File: config.mk
export PLATFORM = sky130hd
export DESIGN_NAME = bsbe_fpu
export DESIGN_NICKNAME = d
export VERILOG_FILES = /design/src/bsbe_pkg.sv /design/src/bsbe_fpu.sv
export SDC_FILE = /design/constraint.sdc
export NUM_CORES = 1
export LEC_CHECK = 0
export ABC_AREA = 0
export BUFFER_PORTS_ARGS = -buffer_cell sky130_fd_sc_hd__buf_2
export CAP_MARGIN = 20
export CORE_UTILIZATION = 30
export DETAILED_ROUTE_END_ITERATION = 6
export PLACE_DENSITY = 0.5
export SLEW_MARGIN = 20
export SYNTH_ARGS = -nofsm -noshare
export SYNTH_HDL_FRONTEND = slang
export SYNTH_SLANG_ARGS = --single-unit
File: constraint.sdc
create_clock -name clock -period 8.35 [get_ports clock]
set_clock_uncertainty 0.15 [all_clocks]
set_input_delay 1.67 -clock clock [delete_from_list [all_inputs] [get_ports clock]]
set_output_delay 1.67 -clock clock [all_outputs]
set_load 0.005 [all_outputs]
File: src/bsbe_pkg.sv
// Package for the byte-stack bytecode executor: sizes, opcodes, type codes
// and the structs passed between the sequencer, the stack memory and the FPU.
// No dependencies.
package bsbe_pkg;

   // Stack and program counter sizes.
   localparam int STACK_DEPTH_BYTES = 4096;
   localparam int PC_WIDTH          = 16;
   localparam int ADDR_W            = $clog2(STACK_DEPTH_BYTES);
   localparam int PTR_W             = $clog2(STACK_DEPTH_BYTES + 1);

   // Signed width for address arithmetic with a 32-bit signed offset.
   localparam int XW = ((PTR_W > 32) ? PTR_W : 32) + 4;

   // Byte buffer for one instruction: up to sixteen bytes.
   localparam int BUF_BYTES  = 16;
   localparam int CNT_W      = 4;
   localparam int LEN_W      = 5;
   localparam int INIT_BYTES = 16;

   // Stream widths.
   localparam int REQ_FIELDS_W = 4 + 32 + 32;
   localparam int REQ_W        = ((REQ_FIELDS_W + 7) / 8) * 8;
   localparam int RSP_FIELDS_W = PC_WIDTH + 1 + 1 + 1 + 32 + 1 + 1;
   localparam int RSP_W        = ((RSP_FIELDS_W + 7) / 8) * 8;

   // Value type codes used by the convert instruction.
   localparam logic [31:0] TYPE_FLOAT = 32'd2;
   localparam logic [31:0] TYPE_BOOL  = 32'd3;
   localparam logic [31:0] TYPE_INT   = 32'd4;

   // Float constants.
   localparam logic [31:0] FLOAT_ONE    = 32'h3F80_0000;
   localparam logic [31:0] FLOAT_QNAN   = 32'hFFC0_0000;
   localparam logic [31:0] INT_MAX_BITS = 32'h7FFF_FFFF;
   localparam logic [31:0] INT_MIN_BITS = 32'h8000_0000;

   typedef enum logic [3:0] {
      OP_EXIT      = 4'd0,
      OP_PUSH      = 4'd1,
      OP_POP       = 4'd2,
      OP_LOAD      = 4'd3,
      OP_LOADPARAM = 4'd4,
      OP_STORE     = 4'd5,
      OP_JUMP      = 4'd6,
      OP_JIFNOT    = 4'd7,
      OP_JIFEQ     = 4'd8,
      OP_CALL      = 4'd9,
      OP_RET       = 4'd10,
      OP_CONVERT   = 4'd11,
      OP_ADD       = 4'd12,
      OP_PRINT     = 4'd13,
      OP_TEST      = 4'd14,
      OP_LESS      = 4'd15
   } opcode_type;

   typedef enum logic [1:0] {
      FOP_ADD,
      FOP_EQ,
      FOP_LT,
      FOP_F2I
   } fpu_op_type;

   typedef struct packed {
      logic        start;
      fpu_op_type  op;
      logic [31:0] x;
      logic [31:0] y;
   } fpu_req_type;

   typedef struct packed {
      logic        done;
      logic [31:0] result;
      logic        flag;
   } fpu_rsp_type;

   typedef struct packed {
      logic              we;
      logic [ADDR_W-1:0] addr;
      logic [7:0]        wdata;
   } mem_req_type;

endpackage

File: src/bsbe_fpu.sv
// Shared single-precision unit: add with iterative normalization, compare
// equal, compare less-than and float-to-int conversion.
// Depends on bsbe_pkg for the request and response structs.
module bsbe_fpu import bsbe_pkg::*; (
   input  logic        clock,
   input  logic        reset,
   input  fpu_req_type fpu_req,
   output fpu_rsp_type fpu_rsp
);

   typedef enum logic [1:0] {F_IDLE, F_ALIGN, F_NORM, F_ROUND} fstate_type;

   fstate_type  state_ff, state_in;
   logic        done_ff, done_in;
   logic [31:0] result_ff, result_in;
   logic        flag_ff, flag_in;
   logic        sign_ff, sign_in;
   logic        zsign_ff, zsign_in;
   logic        sub_ff, sub_in;
   logic [9:0]  exp_ff, exp_in;
   logic [23:0] big_ff, big_in;
   logic [23:0] small_ff, small_in;
   logic [7:0]  diff_ff, diff_in;
   logic [27:0] sum_ff, sum_in;

   // Operand classification.
   logic [31:0] x, y;
   logic        x_nan, y_nan, x_inf, y_inf, x_ge;
   logic [31:0] big_w, small_w;
   logic [7:0]  eb, es;
   logic        eq_res, lt_res;
   logic [31:0] f2i_res;
   logic [31:0] f2i_mag;
   logic [26:0] small27, shifted, mask27;
   logic        sticky;
   logic [30:0] packed_w;
   logic        round_up;

   always_comb begin
      x       = fpu_req.x;
      y       = fpu_req.y;
      x_nan   = (x[30:23] == 8'hFF) && (x[22:0] != 23'd0);
      y_nan   = (y[30:23] == 8'hFF) && (y[22:0] != 23'd0);
      x_inf   = (x[30:23] == 8'hFF) && (x[22:0] == 23'd0);
      y_inf   = (y[30:23] == 8'hFF) && (y[22:0] == 23'd0);
      x_ge    = x[30:0] >= y[30:0];
      big_w   = x_ge ? x : y;
      small_w = x_ge ? y : x;
      eb      = (big_w[30:23] == 8'd0) ? 8'd1 : big_w[30:23];
      es      = (small_w[30:23] == 8'd0) ? 8'd1 : small_w[30:23];

      // Equality: NaN never equal, signed zeros equal.
      if (x_nan || y_nan) begin
         eq_res = 1'b0;
      end else if ((x[30:0] | y[30:0]) == 31'd0) begin
         eq_res = 1'b1;
      end else begin
         eq_res = (x == y);
      end

      // Less-than on sign-magnitude encodings.
      if (x_nan || y_nan || ((x[30:0] | y[30:0]) == 31'd0)) begin
         lt_res = 1'b0;
      end else if (x[31] != y[31]) begin
         lt_res = x[31];
      end else if (!x[31]) begin
         lt_res = x[30:0] < y[30:0];
      end else begin
         lt_res = x[30:0] > y[30:0];
      end

      // Float to int: truncate, saturate, NaN to zero.
      f2i_mag = 32'd0;
      if (x[30:23] >= 8'd150) begin
         f2i_mag = {8'd0, 1'b1, x[22:0]} << (x[30:23] - 8'd150);
      end else begin
         f2i_mag = {8'd0, 1'b1, x[22:0]} >> (8'd150 - x[30:23]);
      end
      if (x_nan) begin
         f2i_res = 32'd0;
      end else if (x[30:23] >= 8'd158) begin
         f2i_res = x[31] ? INT_MIN_BITS : INT_MAX_BITS;
      end else if (x[30:23] < 8'd127) begin
         f2i_res = 32'd0;
      end else begin
         f2i_res = x[31] ? (32'd0 - f2i_mag) : f2i_mag;
      end

      // Alignment of the smaller operand with a sticky bit.
      small27 = {small_ff, 3'b000};
      mask27  = (27'd1 << diff_ff[4:0]) - 27'd1;
      if (diff_ff >= 8'd27) begin
         shifted = 27'd0;
         sticky  = |small_ff;
      end else begin
         shifted = small27 >> diff_ff[4:0];
         sticky  = |(small27 & mask27);
      end

      // Round to nearest even on the packed exponent and fraction.
      packed_w = {(sum_ff[26] ? exp_ff[7:0] : 8'd0), sum_ff[25:3]};
      round_up = sum_ff[2] && (sum_ff[1] || sum_ff[0] || sum_ff[3]);
   end

   // Next-state logic.
   always_comb begin
      state_in  = state_ff;
      done_in   = 1'b0;
      result_in = result_ff;
      flag_in   = flag_ff;
      sign_in   = sign_ff;
      zsign_in  = zsign_ff;
      sub_in    = sub_ff;
      exp_in    = exp_ff;
      big_in    = big_ff;
      small_in  = small_ff;
      diff_in   = diff_ff;
      sum_in    = sum_ff;

      unique case (state_ff)
         F_IDLE: begin
            if (fpu_req.start) begin
               unique case (fpu_req.op)
                  FOP_EQ: begin
                     flag_in = eq_res;
                     done_in = 1'b1;
                  end
                  FOP_LT: begin
                     flag_in = lt_res;
                     done_in = 1'b1;
                  end
                  FOP_F2I: begin
                     result_in = f2i_res;
                     done_in   = 1'b1;
                  end
                  FOP_ADD: begin
                     if (x_nan) begin
                        result_in = x | 32'h0040_0000;
                        done_in   = 1'b1;
                     end else if (y_nan) begin
                        result_in = y | 32'h0040_0000;
                        done_in   = 1'b1;
                     end else if (x_inf && y_inf && (x[31] != y[31])) begin
                        result_in = FLOAT_QNAN;
                        done_in   = 1'b1;
                     end else if (x_inf) begin
                        result_in = x;
                        done_in   = 1'b1;
                     end else if (y_inf) begin
                        result_in = y;
                        done_in   = 1'b1;
                     end else begin
                        sign_in  = big_w[31];
                        zsign_in = x[31] & y[31];
                        sub_in   = x[31] ^ y[31];
                        exp_in   = {2'b00, eb};
                        big_in   = {(big_w[30:23] != 8'd0), big_w[22:0]};
                        small_in = {(small_w[30:23] != 8'd0), small_w[22:0]};
                        diff_in  = eb - es;
                        state_in = F_ALIGN;
                     end
                  end
                  default: begin
                     done_in = 1'b1;
                  end
               endcase
            end
         end
         F_ALIGN: begin
            if (sub_ff) begin
               sum_in = {1'b0, big_ff, 3'b000} - {1'b0, shifted | {26'd0, sticky}};
            end else begin
               sum_in = {1'b0, big_ff, 3'b000} + {1'b0, shifted | {26'd0, sticky}};
            end
            state_in = F_NORM;
         end
         F_NORM: begin
            // One normalization step per cycle.
            if (sum_ff == 28'd0) begin
               result_in = {zsign_ff, 31'd0};
               done_in   = 1'b1;
               state_in  = F_IDLE;
            end else if (sum_ff[27]) begin
               sum_in   = {1'b0, sum_ff[27:2], sum_ff[1] | sum_ff[0]};
               exp_in   = exp_ff + 10'd1;
               state_in = F_ROUND;
            end else if (!sum_ff[26] && (exp_ff > 10'd1)) begin
               sum_in = {sum_ff[26:0], 1'b0};
               exp_in = exp_ff - 10'd1;
            end else begin
               state_in = F_ROUND;
            end
         end
         F_ROUND: begin
            if (exp_ff >= 10'd255) begin
               result_in = {sign_ff, 8'hFF, 23'd0};
            end else begin
               result_in = {sign_ff, packed_w + {30'd0, round_up}};
            end
            done_in  = 1'b1;
            state_in = F_IDLE;
         end
         default: begin
            state_in = F_IDLE;
         end
      endcase
   end

   // State and registered outputs.
   always_ff @(posedge clock) begin
      if (reset) begin
         state_ff <= F_IDLE;
         done_ff  <= 1'b0;
      end else begin
         state_ff <= state_in;
         done_ff  <= done_in;
      end
      result_ff <= result_in;
      flag_ff   <= flag_in;
      sign_ff   <= sign_in;
      zsign_ff  <= zsign_in;
      sub_ff    <= sub_in;
      exp_ff    <= exp_in;
      big_ff    <= big_in;
      small_ff  <= small_in;
      diff_ff   <= diff_in;
      sum_ff    <= sum_in;
   end

   assign fpu_rsp.done   = done_ff;
   assign fpu_rsp.result = result_ff;
   assign fpu_rsp.flag   = flag_ff;

endmodule

==> flow_metrics.py <==
metrics = {
    "run_status": {
        "status": "completed",
    },
    "power": {
        "worst_ir_drop_vdd_uv": 108,
        "pwr_density_cell_nw_per_um2": 136,
        "p_leak_nw": 7.75,
    },
    "synthesis": {
        "synth_edf_count": 130,
        "yosys.cell_count.top_type": "nand2_1",
        "synth_cell_types": 92,
        "synth_area_leader_cell": "edfxtp_1",
        "synth_area_per_cell_sq_um": 7.94,
        "ys_seq_area_share_pct": 21.9,
        "yosys_warnings": 0,
        "synth_commonest_cells": "nand2_1 (261), o21ai_0 (176), nor2_1 (165)",
        "ys.flop_type": "edfxtp_1",
        "synth_top_cell_area_share_pct": 21.6,
        "synth_top_cells_by_area": "edfxtp_1 (22%), ha_1 (9.1%), mux4_2 (6.1%)",
        "synthArstFlopShare_pct": 0,
        "synth-seq-cells": 133,
        "netlist_area_sq_um": 18100,
        "syn_nets": 2481,
        "synth_cells": 2278,
    },
    "die": {
        "die_height_microns": 247,
        "dieWidth_microns": 247,
        "floorplan.die_area_sq_um": 61300,
        "io_pins": 103,
        "coreArea_sq_um": 59200,
        "placementRows": 89,
        "start_util_pct": 30.5,
    },
    "sta": {
        "fin_crit_sh_pct": 78.2,
        "tightestPinTransition_ns": 1.16,
        "maxSlewViolCount": 0,
        "setup_viol": 0,
        "hold_viol_final": 0,
        "fmax_mhz": 153,
        "min_period_ns": 6.53,
        "setup_tns_ns": 0,
        "relSlewSlack_pct": 22.7,
        "rsz0062_at_grt": "false",
    },
    "setup_path": {
        "worstPathArrival_ns": 6.62,
        "rr_startpoint": "diff_ff[1]",
        "path_class": "in2reg",
        "rr_worst_depth": 19,
        "worstPathRequired_ns": 8.44,
        "worstPathMaxFanout": 27,
        "endpoint_kind": "flop",
        "r2r-end": "sum_ff[25]",
        "worstSetupStartpointType": "primary input",
        "reg2reg_slack_ns": 2.11,
    },
    "clock_network": {
        "cts_setup_buffers": 0,
        "htree_levels": 4,
        "hold_buffers": 0,
        "clk_path_buf_depth": 2,
        "clock_latency_ns": 0.45,
        "cts_tree": "yes",
        "cts_sinks": 133,
        "cts_root_buf": "clkbuf_16",
        "clkTransAtPathRegs_ns": 0.07,
        "ctsResizeCount": 0,
        "cts_buffers": 17,
    },
    "route": {
        "ant_nets": 0,
        "wire_per_inst_microns": 25.5,
        "drt_iter0_drc": 1934,
        "vias": 18400,
        "remaining_drc_errors": 0,
        "dr.pass1.iters": 6,
        "avgViaCountPerCell": 6.04,
        "wl_mm": 77.4,
    },
    "placed_design": {
        "dpl.cell_count": 3008,
        "hpwl_mm": 61.5,
        "routabilityCongestion": 1.01,
        "port_buffers": 102,
        "detailed_place.area_sq_um": 19100,
    },
    "layout": {
        "drive_gt1_share_pct": 12.8,
        "syn_to_final_growth_pct": 9.16,
        "fin_nets": 2457,
        "diodes": 0,
        "design_area_sq_um": 19700,
        "final_util_pct": 33.3,
        "fillers": 6281,
        "instances_no_fill": 3040,
    },
    "global_route": {
        "grt.total_usage_pct": 24.9,
        "grt_max_degree": 95,
        "antenna_found_initial": 3,
        "grt_pass1_wl_mm": 113,
        "first_global_vias": 17400,
        "grt_overflow_total": 0,
    },
    "hold_path": {
        "worstHoldPathType": "reg2reg",
        "hold_end": "sum_ff[2]",
        "worst_hold_startpoint": "sum_ff[1]",
        "hold_depth": 2,
    },
    "run": {
        "max_cap_viol_count": 0,
    },
}
[logic make-up (layout without fill, tap and decap cells)]
logic type | Yosys count | in the layout | share of synthesized area, %
AO/OA/AOI/OAI | 664 | 664 | 24.3
adder cells (fa/ha/maj) | 134 | 134 | 9.36
XOR/XNOR | 105 | 105 | 5.09
AND/OR/NAND/NOR | 764 | 764 | 20.1
buffers and inverters | 329 | 318 | 7.39
flip-flops | 133 | 133 | 21.9
multiplexers | 149 | 149 | 11.8
[cell usage in the layout, fill, tap and decap left out, types with 26 or more instances in the layout]
cell type	instances
ha_1	132
buf_2	101
nor3_1	57
xor2_1	33
inv_1	142
a22o_1	27
o21ai_0	176
xnor2_1	70
nor4_1	41
nand4_1	46
mux4_2	49
a21oi_1	150
mux2i_1	78
nand3_1	56
a21o_1	26
buf_4	36
nor2_1	162
nand2_1	261
a211oi_1	31
edfxtp_1	130
[where the power goes]
group          switching (W)  internal, W
Combinational       0.000692     0.000371
Clock               0.000302     0.000473
Sequential         0.0000496     0.000804
[through the flow]
stage               hold WS, ns  total power [W]  worst slack, ns
finish                    0.509          0.00269             1.82
detailed placement        0.506          0.00191             1.45
global placement          0.465          0.00191             1.45
floorplan                 0.426          0.00155             2.04
CTS                       0.502          0.00269             1.91
global route              0.541          0.00281             1.59
[worst max path at each step]
| stage | to | depth (start not counted) | slack (ns) | startpoint |
|---|---|---|---|---|
| 6_report | result_ff[30] | 14 | 1.82 | fpu_req[55] |
| 5_1_grt | diff_ff[7] | 23 | 1.59 | fpu_req[40] |
| 4_1_cts | diff_ff[7] | 23 | 1.91 | fpu_req[40] |
| 3_5_place_dp | diff_ff[7] | 23 | 1.45 | fpu_req[40] |
| 3_3_place_gp | result_ff[30] | 14 | 1.45 | fpu_req[55] |
| 2_1_floorplan | result_ff[20] | 20 | 2.04 | fpu_req[55] |
[registers in the layout, indices dropped and copies added, names as in the netlist]
| name | count |
|---|---|
| small_ff | 24 |
| done_ff | 1 |
| big_ff | 24 |
| diff_ff | 8 |
| zsign_ff | 1 |
| sign_ff | 1 |
| exp_ff | 10 |
| flag_ff | 1 |
| result_ff | 32 |
| sub_ff | 1 |
| sum_ff | 28 |
| state_ff | 2 |
[critical path, stage by stage]
cell,delay [ns]
buf_4,0.33
inv_1,0.08
buf_4,0.20
ha_1,0.73
clkinv_1,0.47
o32ai_1,1.08
nor3_1,0.22
o311ai_0,0.55
nor3_1,0.22
and4_1,0.31
nand4_1,0.16
o21ai_0,0.13
xor2_1,0.20
o21ai_0,0.25
[final cells by class]
cell class / instances / area (sq um) / area share, %
multi-input cells: 1816 / 12900 / 65.2
flip-flops and latches: 133 / 3960 / 20.1
well taps: 773 / 967 / 4.90
repair buffers: 137 / 776 / 3.93
inverters: 149 / 559 / 2.83
clock buffers: 18 / 429 / 2.17
clock inverters: 14 / 174 / 0.881
[per-layer routing]
layer  routed length, microns  vias up  GRT usage (%)
li1                         -     8410              -
met1                    31200     8981           30.8
met2                    36300      804           41.0
met3                     4390      175           2.58
met4                     5540        4           16.7
met5                       23        -              0
(Power assumes the default switching activity.)
